### config.mk
export PLATFORM = sky130hd
export DESIGN_NAME = lr_config_grammar_parser
export DESIGN_NICKNAME = d
export VERILOG_FILES = /design/src/rtl/core/lcgp_pkg.sv /design/src/rtl/core/lr_config_grammar_parser.sv /design/src/rtl/core/lcgp_datapath.sv /design/src/rtl/core/lcgp_ctrl.sv
export VERILOG_INCLUDE_DIRS = /design/src /design/src/rtl/core
export SDC_FILE = /design/constraint.sdc
export NUM_CORES = 1
export LEC_CHECK = 0
export BUFFER_PORTS_ARGS = -buffer_cell sky130_fd_sc_hd__clkbuf_2
export CAP_MARGIN = 20
export CORE_UTILIZATION = 50
export DETAILED_ROUTE_END_ITERATION = 16
export PLACE_DENSITY = 0.81
export SYNTH_ARGS = -nofsm -noshare
export SYNTH_HDL_FRONTEND = slang
export SYNTH_SLANG_ARGS = --single-unit
### constraint.sdc
create_clock -name aclk -period 6.6 [get_ports aclk]
set_input_delay 1.32 -clock aclk [delete_from_list [all_inputs] [get_ports aclk]]
set_output_delay 1.32 -clock aclk [all_outputs]
set_load 0.1 [all_outputs]
### src/rtl/core/lr_config_grammar_parser_assert.svh
// assertion macros for the configuration grammar parser
// expects aclk and aresetn in the scope where a macro is used
`ifndef LR_CONFIG_GRAMMAR_PARSER_ASSERT_SVH
`define LR_CONFIG_GRAMMAR_PARSER_ASSERT_SVH

// condition and consequence in the same cycle
`define LCGP_ASSERT_NOW(lbl, ante, cons) \
    lbl: assert property (@(posedge aclk) disable iff (!aresetn) (ante) |-> (cons)) \
        else $error("lcgp: same-cycle check failed");

// consequence in the cycle after the condition
`define LCGP_ASSERT_NEXT(lbl, ante, cons) \
    lbl: assert property (@(posedge aclk) disable iff (!aresetn) (ante) |=> (cons)) \
        else $error("lcgp: next-cycle check failed");

`endif

### src/rtl/core/lcgp_pkg.sv
// types, constants and parse tables for the configuration grammar parser
// no dependencies
`timescale 1ns / 1ps

package lcgp_pkg;

    localparam int STACK_DEPTH  = 64;
    localparam int HANDLE_WIDTH = 16;
    localparam int MAX_REDUCE   = 8;

    localparam int KIND_W   = 3;
    localparam int EVENT_W  = 3;
    localparam int FIELD_W  = 16;
    localparam int STATE_W  = 4;
    localparam int IDX_W    = $clog2(STACK_DEPTH);
    localparam int CNT_W    = $clog2(STACK_DEPTH + 1);
    localparam int ITER_W   = $clog2(MAX_REDUCE + 1);

    localparam logic [FIELD_W-1:0] HANDLE_MASK =
        FIELD_W'((64'd1 << HANDLE_WIDTH) - 64'd1);

    typedef enum logic [KIND_W-1:0] {
        KIND_END    = 3'd0,
        KIND_IDENT  = 3'd1,
        KIND_EQUALS = 3'd2,
        KIND_LBRACE = 3'd3,
        KIND_RBRACE = 3'd4,
        KIND_INT    = 3'd5,
        KIND_STR    = 3'd6,
        KIND_SEMI   = 3'd7
    } kind_t;

    typedef enum logic [EVENT_W-1:0] {
        EV_ADD      = 3'd0,
        EV_ENTER    = 3'd1,
        EV_LEAVE    = 3'd2,
        EV_ACCEPT   = 3'd3,
        EV_SYNTAX   = 3'd4,
        EV_OVERFLOW = 3'd5
    } event_t;

    typedef enum logic [1:0] {
        ST_IDLE = 2'd0,
        ST_EVAL = 2'd1,
        ST_GOTO = 2'd2
    } ctrl_state_t;

    typedef enum logic [1:0] {
        STEP_SHIFT  = 2'd0,
        STEP_REDUCE = 2'd1,
        STEP_ACCEPT = 2'd2,
        STEP_SYNTAX = 2'd3
    } step_t;

    typedef struct packed {
        logic [KIND_W-1:0]  token_kind;
        logic [FIELD_W-1:0] token_handle;
    } token_t;

    typedef struct packed {
        logic [EVENT_W-1:0] event_res;
        logic [FIELD_W-1:0] key_handle;
        logic [FIELD_W-1:0] value_handle;
    } result_t;

    typedef struct packed {
        logic        hit;
        logic [STATE_W-1:0] st;
    } lookup_t;

    typedef struct packed {
        logic       hit;
        logic [2:0] rule;
    } rule_hit_t;

    // controller to datapath
    typedef struct packed {
        logic   load;
        logic   shift;
        logic   reduce;
        logic   push_goto;
        logic   restart;
        logic   ev_valid;
        event_t ev_code;
    } dp_cmd_t;

    // datapath to controller
    typedef struct packed {
        step_t  step;
        logic   full;
        logic   shift_emit;
        event_t shift_ev;
        logic   goto_hit;
        logic   out_free;
    } dp_status_t;

    function automatic lookup_t shift_lookup(logic [STATE_W-1:0] st, kind_t kind);
        lookup_t r;
        r = '{hit: 1'b0, st: '0};
        case (st)
            4'd1: if (kind == KIND_IDENT)  r = '{hit: 1'b1, st: 4'd2};
            4'd2: begin
                if (kind == KIND_EQUALS) r = '{hit: 1'b1, st: 4'd4};
                if (kind == KIND_LBRACE) r = '{hit: 1'b1, st: 4'd5};
            end
            4'd4: begin
                if (kind == KIND_INT) r = '{hit: 1'b1, st: 4'd7};
                if (kind == KIND_STR) r = '{hit: 1'b1, st: 4'd8};
            end
            4'd6: if (kind == KIND_SEMI) r = '{hit: 1'b1, st: 4'd10};
            4'd9: begin
                if (kind == KIND_IDENT)  r = '{hit: 1'b1, st: 4'd2};
                if (kind == KIND_RBRACE) r = '{hit: 1'b1, st: 4'd11};
            end
            default: r = '{hit: 1'b0, st: '0};
        endcase
        return r;
    endfunction

    function automatic rule_hit_t reduce_lookup(logic [STATE_W-1:0] st, kind_t kind);
        rule_hit_t r;
        r = '{hit: 1'b0, rule: '0};
        case (st)
            4'd0: if (kind inside {KIND_END, KIND_IDENT})
                r = '{hit: 1'b1, rule: 3'd2};
            4'd3: if (kind inside {KIND_END, KIND_IDENT, KIND_RBRACE})
                r = '{hit: 1'b1, rule: 3'd1};
            4'd5: if (kind inside {KIND_IDENT, KIND_RBRACE})
                r = '{hit: 1'b1, rule: 3'd2};
            4'd7: if (kind == KIND_SEMI) r = '{hit: 1'b1, rule: 3'd5};
            4'd8: if (kind == KIND_SEMI) r = '{hit: 1'b1, rule: 3'd6};
            4'd10: if (kind inside {KIND_END, KIND_IDENT, KIND_RBRACE})
                r = '{hit: 1'b1, rule: 3'd3};
            4'd11: if (kind inside {KIND_END, KIND_IDENT, KIND_RBRACE})
                r = '{hit: 1'b1, rule: 3'd4};
            default: r = '{hit: 1'b0, rule: '0};
        endcase
        return r;
    endfunction

    // entries popped per rule
    function automatic logic [1:0] rule_pop(logic [2:0] rule);
        logic [1:0] p;
        case (rule)
            3'd0, 3'd5, 3'd6:       p = 2'd1;
            3'd1, 3'd3, 3'd4:       p = 2'd3;
            default:                p = 2'd0;
        endcase
        return p;
    endfunction

    // left side: 0 S, 1 STMTS, 2 STMT, 3 VALUE
    function automatic logic [1:0] rule_lhs(logic [2:0] rule);
        logic [1:0] l;
        case (rule)
            3'd1, 3'd2:       l = 2'd1;
            3'd3, 3'd4:       l = 2'd2;
            3'd5, 3'd6:       l = 2'd3;
            default:          l = 2'd0;
        endcase
        return l;
    endfunction

    function automatic lookup_t goto_lookup(logic [STATE_W-1:0] st, logic [1:0] lhs);
        lookup_t r;
        r = '{hit: 1'b0, st: '0};
        case ({st, lhs})
            {4'd0, 2'd1}: r = '{hit: 1'b1, st: 4'd1};
            {4'd2, 2'd2}: r = '{hit: 1'b1, st: 4'd3};
            {4'd4, 2'd3}: r = '{hit: 1'b1, st: 4'd6};
            {4'd5, 2'd1}: r = '{hit: 1'b1, st: 4'd9};
            default:      r = '{hit: 1'b0, st: '0};
        endcase
        return r;
    endfunction

endpackage

### src/rtl/core/lr_config_grammar_parser.sv
// lr shift-reduce parser for a small configuration grammar, top level
// Usage: one token per input item on s_* (token_kind, token_handle), zero or
// one event per token on m_* (event_res, key_handle, value_handle).
// A token is taken only while the block is idle; it then runs its reductions,
// one pass per reduction, and finishes with a shift, accept or error.
// Steps: a token that shifts at once is loaded, evaluated in the evaluate state and
// has its event registered on m_valid; each reduction before the shift adds a pass to pop
// and read the stack memory and a goto pass to look up the goto and push.
// A new token is taken only after the last one is through; R, the number of reductions
// that a token causes, is 0 to 2 for this grammar.
// Reset: the stack holds only the bottom state zero, count one, last key zero;
// no clearing pass is needed since the bottom entry is implied, not stored.
// Accept, syntax error and stack overflow all return to that same state.
// Stall: the event sits in an output register until m_ready; a next event that
// is due while it still waits holds the parse where it is until the slot frees.
`timescale 1ns / 1ps

`include "lr_config_grammar_parser_assert.svh"

module lr_config_grammar_parser (
    input  logic              aclk,
    input  logic              aresetn,
    input  logic              s_valid,
    output logic              s_ready,
    input  lcgp_pkg::token_t  s_data,
    output logic              m_valid,
    input  logic              m_ready,
    output lcgp_pkg::result_t m_data
);

    // command and status between controller and datapath
    lcgp_pkg::dp_cmd_t    cmd;
    lcgp_pkg::dp_status_t sts;

    // state machine: idle, evaluate top of stack, goto after a pop
    lcgp_ctrl u_ctrl (
        .aclk    (aclk),
        .aresetn (aresetn),
        .s_valid (s_valid),
        .s_ready (s_ready),
        .sts     (sts),
        .cmd     (cmd)
    );

    // stack memory, parse registers and result register
    lcgp_datapath u_datapath (
        .aclk    (aclk),
        .aresetn (aresetn),
        .s_data  (s_data),
        .cmd     (cmd),
        .sts     (sts),
        .m_ready (m_ready),
        .m_valid (m_valid),
        .m_data  (m_data)
    );

    // every return to the initial state reports an event
    `LCGP_ASSERT_NOW(a_restart_reports, cmd.restart, cmd.ev_valid)
    // never push onto a full stack
    `LCGP_ASSERT_NOW(a_no_push_when_full, cmd.shift || cmd.push_goto, !sts.full)
    // one item in flight at a time
    `LCGP_ASSERT_NEXT(a_one_item, s_valid && s_ready, !s_ready)
    // an issued event shows up on the output
    `LCGP_ASSERT_NEXT(a_event_shown, cmd.ev_valid, m_valid)

endmodule

### src/rtl/core/lcgp_datapath.sv
// parser datapath: token hold, stack memory, top and count, last key, result register
// depends on lcgp_pkg
`timescale 1ns / 1ps

module lcgp_datapath (
    input  logic                 aclk,
    input  logic                 aresetn,
    input  lcgp_pkg::token_t     s_data,
    input  lcgp_pkg::dp_cmd_t    cmd,
    output lcgp_pkg::dp_status_t sts,
    input  logic                 m_ready,
    output logic                 m_valid,
    output lcgp_pkg::result_t    m_data
);

    logic [lcgp_pkg::STATE_W-1:0] stack_mem [lcgp_pkg::STACK_DEPTH];

    lcgp_pkg::kind_t               kind_reg;
    logic [lcgp_pkg::FIELD_W-1:0]  handle_reg;
    logic [lcgp_pkg::STATE_W-1:0]  top_reg;
    logic [lcgp_pkg::CNT_W-1:0]    count_reg;
    logic [lcgp_pkg::FIELD_W-1:0]  last_key_reg;
    logic [lcgp_pkg::ITER_W-1:0]   iter_reg;
    logic [1:0]                    lhs_reg;
    logic [lcgp_pkg::STATE_W-1:0]  rd_reg;
    logic                          rd_zero_reg;
    logic                          m_valid_reg;
    lcgp_pkg::result_t             m_data_reg;

    lcgp_pkg::lookup_t             sh;
    lcgp_pkg::rule_hit_t           rd;
    lcgp_pkg::lookup_t             gt;
    logic [1:0]                    pops;
    logic [lcgp_pkg::CNT_W-1:0]    count_pop;
    logic [lcgp_pkg::IDX_W-1:0]    rd_addr;
    logic [lcgp_pkg::STATE_W-1:0]  goto_from;
    logic [lcgp_pkg::STATE_W-1:0]  push_st;
    logic                          push_en;

    always_comb begin
        sh        = lcgp_pkg::shift_lookup(top_reg, kind_reg);
        rd        = lcgp_pkg::reduce_lookup(top_reg, kind_reg);
        pops      = lcgp_pkg::rule_pop(rd.rule);
        count_pop = count_reg - lcgp_pkg::CNT_W'(pops);
        rd_addr   = lcgp_pkg::IDX_W'(count_pop - lcgp_pkg::CNT_W'(1));
        goto_from = rd_zero_reg ? '0 : rd_reg;
        gt        = lcgp_pkg::goto_lookup(goto_from, lhs_reg);
    end

    assign push_en = cmd.shift || cmd.push_goto;
    assign push_st = cmd.shift ? sh.st : gt.st;

    // one decision per loop pass
    always_comb begin
        sts.full     = (count_reg == lcgp_pkg::CNT_W'(lcgp_pkg::STACK_DEPTH));
        sts.goto_hit = gt.hit;
        sts.out_free = !m_valid_reg || m_ready;
        if (iter_reg == lcgp_pkg::ITER_W'(lcgp_pkg::MAX_REDUCE)) begin
            sts.step = lcgp_pkg::STEP_SYNTAX;
        end else if (sh.hit) begin
            sts.step = lcgp_pkg::STEP_SHIFT;
        end else if (rd.hit) begin
            sts.step = (count_reg <= lcgp_pkg::CNT_W'(pops)) ? lcgp_pkg::STEP_SYNTAX
                                                             : lcgp_pkg::STEP_REDUCE;
        end else if (top_reg == lcgp_pkg::STATE_W'(1) && kind_reg == lcgp_pkg::KIND_END) begin
            sts.step = lcgp_pkg::STEP_ACCEPT;
        end else begin
            sts.step = lcgp_pkg::STEP_SYNTAX;
        end
        case (kind_reg) inside
            lcgp_pkg::KIND_LBRACE: begin
                sts.shift_emit = 1'b1;
                sts.shift_ev   = lcgp_pkg::EV_ENTER;
            end
            lcgp_pkg::KIND_RBRACE: begin
                sts.shift_emit = 1'b1;
                sts.shift_ev   = lcgp_pkg::EV_LEAVE;
            end
            lcgp_pkg::KIND_INT, lcgp_pkg::KIND_STR: begin
                sts.shift_emit = 1'b1;
                sts.shift_ev   = lcgp_pkg::EV_ADD;
            end
            default: begin
                sts.shift_emit = 1'b0;
                sts.shift_ev   = lcgp_pkg::EV_ADD;
            end
        endcase
    end

    // stack memory: bottom entry is never written and reads as state zero
    always_ff @(posedge aclk) begin
        if (push_en) begin
            stack_mem[count_reg[lcgp_pkg::IDX_W-1:0]] <= push_st;
        end
    end

    always_ff @(posedge aclk) begin
        if (cmd.reduce) begin
            rd_reg      <= stack_mem[rd_addr];
            rd_zero_reg <= (rd_addr == '0);
            lhs_reg     <= lcgp_pkg::rule_lhs(rd.rule);
        end
    end

    always_ff @(posedge aclk) begin
        if (cmd.load) begin
            kind_reg   <= lcgp_pkg::kind_t'(s_data.token_kind);
            handle_reg <= s_data.token_handle & lcgp_pkg::HANDLE_MASK;
        end
    end

    always_ff @(posedge aclk) begin
        if (!aresetn) begin
            top_reg      <= '0;
            count_reg    <= lcgp_pkg::CNT_W'(1);
            last_key_reg <= '0;
            iter_reg     <= '0;
        end else begin
            if (cmd.load) begin
                iter_reg <= '0;
            end
            if (cmd.restart) begin
                top_reg      <= '0;
                count_reg    <= lcgp_pkg::CNT_W'(1);
                last_key_reg <= '0;
            end else if (push_en) begin
                top_reg   <= push_st;
                count_reg <= count_reg + lcgp_pkg::CNT_W'(1);
                if (cmd.shift && kind_reg == lcgp_pkg::KIND_IDENT) begin
                    last_key_reg <= handle_reg;
                end
                if (cmd.push_goto) begin
                    iter_reg <= iter_reg + lcgp_pkg::ITER_W'(1);
                end
            end else if (cmd.reduce) begin
                count_reg <= count_pop;
            end
        end
    end

    // result register
    always_ff @(posedge aclk) begin
        if (!aresetn) begin
            m_valid_reg <= 1'b0;
        end else if (cmd.ev_valid) begin
            m_valid_reg <= 1'b1;
        end else if (m_ready) begin
            m_valid_reg <= 1'b0;
        end
    end

    always_ff @(posedge aclk) begin
        if (cmd.ev_valid) begin
            m_data_reg.event_res <= cmd.ev_code;
            m_data_reg.key_handle <=
                (cmd.ev_code == lcgp_pkg::EV_ADD || cmd.ev_code == lcgp_pkg::EV_ENTER)
                ? last_key_reg : '0;
            m_data_reg.value_handle <= (cmd.ev_code == lcgp_pkg::EV_ADD) ? handle_reg : '0;
        end
    end

    assign m_valid = m_valid_reg;
    assign m_data  = m_data_reg;

endmodule

### src/rtl/core/lcgp_ctrl.sv
// parser controller: accepts a token, steps the reduce loop, issues events
// depends on lcgp_pkg
`timescale 1ns / 1ps

module lcgp_ctrl (
    input  logic                 aclk,
    input  logic                 aresetn,
    input  logic                 s_valid,
    output logic                 s_ready,
    input  lcgp_pkg::dp_status_t sts,
    output lcgp_pkg::dp_cmd_t    cmd
);

    lcgp_pkg::ctrl_state_t state_reg, state_next;

    always_ff @(posedge aclk) begin
        if (!aresetn) begin
            state_reg <= lcgp_pkg::ST_IDLE;
        end else begin
            state_reg <= state_next;
        end
    end

    always_comb begin
        state_next = state_reg;
        case (state_reg)
            lcgp_pkg::ST_IDLE: begin
                if (s_valid) state_next = lcgp_pkg::ST_EVAL;
            end
            lcgp_pkg::ST_EVAL: begin
                case (sts.step)
                    lcgp_pkg::STEP_SHIFT: begin
                        if (sts.out_free || (!sts.full && !sts.shift_emit))
                            state_next = lcgp_pkg::ST_IDLE;
                    end
                    lcgp_pkg::STEP_REDUCE: state_next = lcgp_pkg::ST_GOTO;
                    default: begin
                        if (sts.out_free) state_next = lcgp_pkg::ST_IDLE;
                    end
                endcase
            end
            lcgp_pkg::ST_GOTO: begin
                if (sts.goto_hit && !sts.full) begin
                    state_next = lcgp_pkg::ST_EVAL;
                end else if (sts.out_free) begin
                    state_next = lcgp_pkg::ST_IDLE;
                end
            end
            default: state_next = lcgp_pkg::ST_IDLE;
        endcase
    end

    always_comb begin
        cmd         = '0;
        cmd.ev_code = lcgp_pkg::EV_ADD;
        s_ready     = (state_reg == lcgp_pkg::ST_IDLE);
        case (state_reg)
            lcgp_pkg::ST_IDLE: begin
                cmd.load = s_valid;
            end
            lcgp_pkg::ST_EVAL: begin
                case (sts.step)
                    lcgp_pkg::STEP_SHIFT: begin
                        if (sts.full) begin
                            if (sts.out_free) begin
                                cmd.restart  = 1'b1;
                                cmd.ev_valid = 1'b1;
                                cmd.ev_code  = lcgp_pkg::EV_OVERFLOW;
                            end
                        end else if (!sts.shift_emit) begin
                            cmd.shift = 1'b1;
                        end else if (sts.out_free) begin
                            cmd.shift    = 1'b1;
                            cmd.ev_valid = 1'b1;
                            cmd.ev_code  = sts.shift_ev;
                        end
                    end
                    lcgp_pkg::STEP_REDUCE: begin
                        cmd.reduce = 1'b1;
                    end
                    lcgp_pkg::STEP_ACCEPT: begin
                        if (sts.out_free) begin
                            cmd.restart  = 1'b1;
                            cmd.ev_valid = 1'b1;
                            cmd.ev_code  = lcgp_pkg::EV_ACCEPT;
                        end
                    end
                    default: begin
                        if (sts.out_free) begin
                            cmd.restart  = 1'b1;
                            cmd.ev_valid = 1'b1;
                            cmd.ev_code  = lcgp_pkg::EV_SYNTAX;
                        end
                    end
                endcase
            end
            lcgp_pkg::ST_GOTO: begin
                if (sts.goto_hit && !sts.full) begin
                    cmd.push_goto = 1'b1;
                end else if (sts.out_free) begin
                    cmd.restart  = 1'b1;
                    cmd.ev_valid = 1'b1;
                    cmd.ev_code  = sts.goto_hit ? lcgp_pkg::EV_OVERFLOW : lcgp_pkg::EV_SYNTAX;
                end
            end
            default: begin
                cmd = '0;
            end
        endcase
    end

endmodule

# Yosys cells after proc, flatten, opt, wreduce, memory -nomap -nowiden
# Memories as Yosys holds them, arrays and structs flattened. A register that Yosys moved wholly into a read port is not among the register bits.
# Cells that the tools add are included.
dict set report op_classes {
  add_sub_neg 4
  magnitude_cmp 1
  n_eq_ne 37
  mux 66
  bitwise_logic 1
  n_reduce_logical 32
}
# cell count
set op_table {}
lappend op_table {{$mux 4} 19}
lappend op_table {{$mux 5} 12}
lappend op_table {{$pmux 4 s7} 1}
lappend op_table {{$pmux 5 s5} 1}
lappend op_table {{$eq 3x3->1 const B} 7}
lappend op_table {{$eq 4x4->1 const B} 5}
lappend op_table {{$pmux 5 s4} 1}
lappend op_table {{$mux 2} 9}
lappend op_table {{$eq 4x3->1 const B} 4}
lappend op_table {{$mux 1} 15}
lappend op_table {{$pmux 5 s3} 1}
lappend op_table {{$mux 7} 2}
lappend op_table {{$eq 3x2->1 const B} 4}
lappend op_table {{$eq 6x5->1 const B} 2}
lappend op_table {{$pmux 2 s3} 2}
lappend op_table {{$pmux 5 s2} 1}
lappend op_table {{$reduce_or 2->1} 5}
lappend op_table {{$eq 3x1->1 const B} 3}
lappend op_table {{$logic_not 3->1} 3}
lappend op_table {{$eq 4x2->1 const B} 2}
lappend op_table {{$pmux 2 s2} 2}
lappend op_table {{$reduce_bool 2->1} 4}
lappend op_table {{$add 7x1->7 const B} 1}
lappend op_table {{$eq 7x7->1 const B} 1}
lappend op_table {{21 further kinds} 34}
dict set report totals {
  regBits 91
  ramBits 256
  inputBits 23
  mem_count 1
}
# memory words word_bits rd rd_clocked_by_memory_dff write_ports line_no
set memory_table {}
lappend memory_table {u_datapath.stack_mem 64 4 1 1 1 lcgp_datapath.sv:16} ;# logic [lcgp_pkg::STATE_W-1:0] stack_mem [lcgp_pkg::STACK_DEPTH];

# Logic depth before layout (Yosys ltp)
dict set report logic_depth {
  word_depth 18
  ltp_mapped 22
}

# Cells and area by module
# Synthesis repeated with hierarchy kept, for this count alone.
dict set report unflattened {
  cells_unflattened 982
  hier_area_um2 14881.8
}
# mod n_inst cells_per_inst area_each_um2 seq_area_each_um2
set by_module_without_submodules {}
lappend by_module_without_submodules {lcgp_datapath 1 930 14510.2 10159.7}
lappend by_module_without_submodules {lcgp_ctrl 1 52 371.6 40.0}

# Least setup slack after synthesis
# OpenSTA, ideal clock, no wires.
dict set report synth_path {
  kind {register to register}
  startpoint {register u_datapath.kind_reg[0]}
  endpoint {memory u_datapath.stack_mem[0][2] in the netlist's numbering (data pin)}
  setup_time_ps 702
  t_arrival_ps 5872
  t_required_ps 5898
  slack_ps 26
  path_stages_with_launch 18
  path_buffers 3
  period_less_slack_ps 6574
  cell_sequence {edfxtp_1 buf_4 and2_1 or3_1 a21oi_1 o21ai_0 ha_1 or2_2 a211o_1 ha_1 clkbuf_1 nand2_1 o21ai_0 nand3b_1 a31oi_4 buf_6 nor2_1 o21ai_0}
}
dict set report synth_between {
  elab_chain_cells 16
  elab_cells_between_ends 53
}
# item line_no
set synth_rtl {}
lappend synth_rtl {{from (decl)} lcgp_datapath.sv:18} ;# lcgp_pkg::kind_t kind_reg;
lappend synth_rtl {{from (signal assigned)} lcgp_datapath.sv:107} ;# kind_reg <= lcgp_pkg::kind_t'(s_data.token_kind);
lappend synth_rtl {{$eq 3x1->1 (tied with other cells)} --}
lappend synth_rtl {{$reduce_bool 3->1 (tied with other cells)} {lcgp_pkg.sv:126, lcgp_pkg.sv:132, lcgp_pkg.sv:134}}
lappend synth_rtl {{$mux 4 (on tied branches)} --}
lappend synth_rtl {{$pmux 4 s7} lcgp_pkg.sv:123} ;# case (st)
lappend synth_rtl {{$eq 3x1->1 (tied with other cells)} lcgp_pkg.sv:144} ;# case (rule)
lappend synth_rtl {{$reduce_or 3->1} lcgp_pkg.sv:144}
lappend synth_rtl {{$pmux 2 s2} lcgp_pkg.sv:144}
lappend synth_rtl {{$le 7x2->1} lcgp_datapath.sv:63} ;# sts.step = (count_reg <= lcgp_pkg::CNT_W'(pops)) ? lcgp_pkg::STEP_SYNTAX
lappend synth_rtl {{$mux 2} lcgp_datapath.sv:63}
lappend synth_rtl {{$mux 2} lcgp_datapath.sv:62} ;# end else if (rd.hit) begin
lappend synth_rtl {{$mux 2} lcgp_datapath.sv:60} ;# end else if (sh.hit) begin
lappend synth_rtl {{$mux 2} lcgp_datapath.sv:58} ;# if (iter_reg == lcgp_pkg::ITER_W'(lcgp_pkg::MAX_REDUCE)) begin
lappend synth_rtl {{$logic_not 2->1} lcgp_ctrl.sv:62} ;# case (sts.step)
lappend synth_rtl {{$mux 1} lcgp_ctrl.sv:62}
lappend synth_rtl {{$mux 2} lcgp_ctrl.sv:57} ;# case (state_reg)
lappend synth_rtl {{$mux 4 *} lcgp_datapath.sv:51} ;# assign push_st = cmd.shift ? sh.st : gt.st;
lappend synth_rtl {{named net u_datapath.push_st, one bit} lcgp_datapath.sv:37} ;# logic [lcgp_pkg::STATE_W-1:0] push_st;
lappend synth_rtl {{to (decl)} lcgp_datapath.sv:16}
# The timed path passes the listed nets; every way through them passes the cells marked *.

# Final worst setup path
dict set report layout_path {
  startpoint {register u_datapath.kind_reg[1]}
  endpoint {register u_datapath.rd_reg[3] in the netlist's numbering (read register of u_datapath.stack_mem) (data pin)}
}
dict set report layout_between {
  elab_chain_cells 15
  elab_cells_between_ends 48
}
# item line_no
set layout_rtl {}
lappend layout_rtl {{$eq 3x1->1 (tied with other cells)} --}
lappend layout_rtl {{$reduce_bool 3->1 (tied with other cells)} {lcgp_pkg.sv:126, lcgp_pkg.sv:132, lcgp_pkg.sv:134}}
lappend layout_rtl {{$mux 4 (on tied branches)} --}
lappend layout_rtl {{$pmux 4 s7} lcgp_pkg.sv:123}
lappend layout_rtl {{$eq 3x1->1 (tied with other cells)} lcgp_pkg.sv:144}
lappend layout_rtl {{$reduce_or 3->1} lcgp_pkg.sv:144}
lappend layout_rtl {{$pmux 2 s2} lcgp_pkg.sv:144}
lappend layout_rtl {{$le 7x2->1} lcgp_datapath.sv:63}
lappend layout_rtl {{$mux 2} lcgp_datapath.sv:63}
lappend layout_rtl {{$mux 2} lcgp_datapath.sv:62}
lappend layout_rtl {{$mux 2} lcgp_datapath.sv:60}
lappend layout_rtl {{$mux 2} lcgp_datapath.sv:58}
lappend layout_rtl {{$eq 2x1->1} lcgp_ctrl.sv:62}
lappend layout_rtl {{$mux 1} lcgp_ctrl.sv:62}
lappend layout_rtl {{$mux 2} lcgp_ctrl.sv:57}
lappend layout_rtl {{to (decl)} lcgp_datapath.sv:25} ;# logic [lcgp_pkg::STATE_W-1:0] rd_reg;
# Parallel ways exist; a longest one is shown, timed or not.
# A chain may end at the register's enable or synchronous reset.

==> results.ini <==
[cts]
max-clock-path-buffers=3
cts_buffers=36
cts_setup_buffers=0
htree_levels=2
cts_tree=yes
clk_pin_slew_ns=0.07
cts_root_buf=clkbuf_16
postCtsResizedCells=0
cts_sinks=351
cts_hold_buf=0
insertion_delay_ns=0.52

[floorplanning]
num_rows=63
fp.dieArea_um2=31500
die_h_um=177
core_um2=30000
io_pins=60
die_w_um=177
start_util_pct=51.3

[layout]
seqCellArea_um2=10200
stdcell_count=1454
fillers=2186
fin_area_um2=17300
diodes=0
drive_gt1_share_pct=22.1
final_nets=1078
area_delta_synth_final_pct=12.5
largest_reg_flops=256
multi_input_area_um2=4930

[synth]
yosysMostFrequentCell=edfxtp_1
yosysTopAreaCell=edfxtp_1
synthFlopType=edfxtp_1
synthesis.nets=1021
synth_top_area_share_pct=61.9
synth.area.top_cells=edfxtp_1 62%, mux4_2 9.4%, dfxtp_1 4.4%, mux2i_1 2.9%, nor2_1 2.3%
synth_top_family_by_area=multiplexers
synthXorXnorAreaFrac_pct=0.594
synthSimpleGateAreaFrac_pct=11.0
ys_ff_latch=351
async_flop_share_pct=0
netlist_area_um2=15400
synth.mux.area_fraction_pct=12.3
syn_inst=980
synthDistinctLibCells=82
postSynthAreaPerCell_um2=15.7
yosysSeqAreaShare_pct=66.3
synth_compound_area_share_pct=5.92
synth_edf_count=317
ys_top_cells_by_count=317 x edfxtp_1, 96 x nor2_1, 64 x mux4_2
yosysWarnings=0
synth_adder_area_share_pct=1.64

[critical_path]
cp_num_buf_inv=1
crit_start=u_datapath.kind_reg[1]
end_kind=register
crit_path_cell_trace=or3_1 -> a211oi_2 -> a31oi_1 -> nor2_1 -> a21oi_1 -> ha_1 -> or2_2 -> a211o_1 -> ha_4 -> fa_1 -> ha_2 -> buf_12 -> mux4_2 -> nor2b_1 -> a211oi_1 -> a21oi_1 -> mux2i_1 -> mux2i_1
start_kind=register
critical_path.max_stage_delay_ns=0.84
crit_type=register to register
r2r_end=u_datapath.rd_reg[3]
r2r_slack_ns=0.93
cp_slowest_cell=ha_2
crit_family=adder cells
cp_max_fo=27
rr_worst_depth=18
cp_data_required_time_ns=6.84
r2r-start=u_datapath.kind_reg[1]
cp.arrival_ns=5.91

[sta]
worst_pin_slew_ns=0.948
fin_hold_ws_ns=0.491
grt_setup_unrepaired=false
max_slew_margin_pct=36.0
fin_skew_ns=0.0230
hold_viol=0
period_minus_slack_ns=5.67
max_freq_mhz=176
final-setup-viol-count=0
drv_slew=0
setup_tns_ns=0
period_share_pct=85.9

[routing]
viasPerCell=6.16
vias=8953
dr.first_iter.drc_count=830
wl_per_cell_um=22.4
first_pass_iters=5
drtAntennaViolNets=0
routed_wl_mm=32.5
drcViolationCount=0

[place]
dpl_cell_area_um2=16100
hpwl_mm=20.2
place_inst=1389
place_congestion=0.856
port_buffers=59

[global_route]
track_usage_pct=21.1
grt_max_degree=65
grt-ovfl-total=0
antenna_found_initial=0
grt_pass1_wl_mm=50.2
first_global_vias=8802

[power]
total_power_mw=4.96
power_leakage_nw=5.93
power.density_nw_per_um2=287
peakVddDrop_mv=0.171

[job]
maxCapViolations=0

[worst_hold_path]
worstHoldStart=u_datapath.last_key_reg[13]
min_path_cells=2
hold_path_class=register to register
min_to=u_datapath.last_key_reg[13]

[run_status]
outcome=finished clean

layout by cell type (no fill, tap or decap), drive strengths merged, types with 9 or more instances in the layout:
cell type and n:
a211oi 17, a21oi 35, a31oi 10, buf 16, clkbuf 105, clkinv 13, dfxtp 34, edfxtp 317
ha 17, inv 15, mux2i 45, mux4 64, nand2 30, nand2b 10, nand3 19, nor2 97
nor2b 44, nor3 22, nor3b 20, o21ai 19, or3 9
logic make-up (layout without fill, tap and decap cells):
kind of cell               count (synthesis)  count (layout)
AOI/OAI and AO/OA                        121             121
DFF                                      351             351
adders and majority gates                 20              20
buffers and inverters                     70             154
muxes                                    109             109
and+or+nand+nor                          301             301
xor gates and xnor gates                   8               8
layer usage:
| layer | part of all wire [%] | track usage (%) |
|---|---|---|
| met3 | 7.5 | 3.64 |
| met1 | 41 | 28.5 |
| met2 | 49 | 34.1 |
| met5 | 0 | 0 |
| met4 | 2.9 | 7.98 |
tightest hold or removal path, cell delays in order (launching register included):
cell and delay, ns:
dfxtp_1 0.32, mux2i_1 0.06, nor2_1 0.07
worst max-delay path by stage:
stage               slack (ns)  cells past startpoint                    endpoint
floorplan                 0.03                     17  u_datapath.stack_mem[0][2]
global placement          1.02                     18        u_datapath.rd_reg[0]
detailed placement        0.95                     18        u_datapath.rd_reg[3]
CTS                       0.93                     18        u_datapath.rd_reg[3]
global route              0.54                     19        u_datapath.rd_reg[3]
finish                    0.93                     18        u_datapath.rd_reg[3]
layout make-up:
cell class / count / share of cell area, %
Tap cell: 390 / 2.82
Multi-Input combinational cell: 559 / 28.5
Clock buffer: 46 / 5.67
Clock inverter: 19 / 1.22
Inverter: 14 / 0.304
Timing Repair Buffer: 75 / 2.55
Sequential cell: 351 / 59.0
metrics by stage:
| step | utilization, % | worst slack, ns |
|---|---|---|
| after global placement | 53.8 | 1.02 |
| after global routing | 57.8 | 0.537 |
| after detailed placement | 53.8 | 0.945 |
| final | 57.8 | 0.929 |
| after floorplan | - | 0.0261 |
| after CTS | 57.8 | 0.932 |
report_power, final:
group	leakage, nW	internal, mW	switching, mW	total [mW]
clock network	0.581	1.21	0.819	2.03
logic	2.00	0.178	0.308	0.487
registers	3.34	2.43	0.0165	2.44
Power figures use the tool's default switching activity.
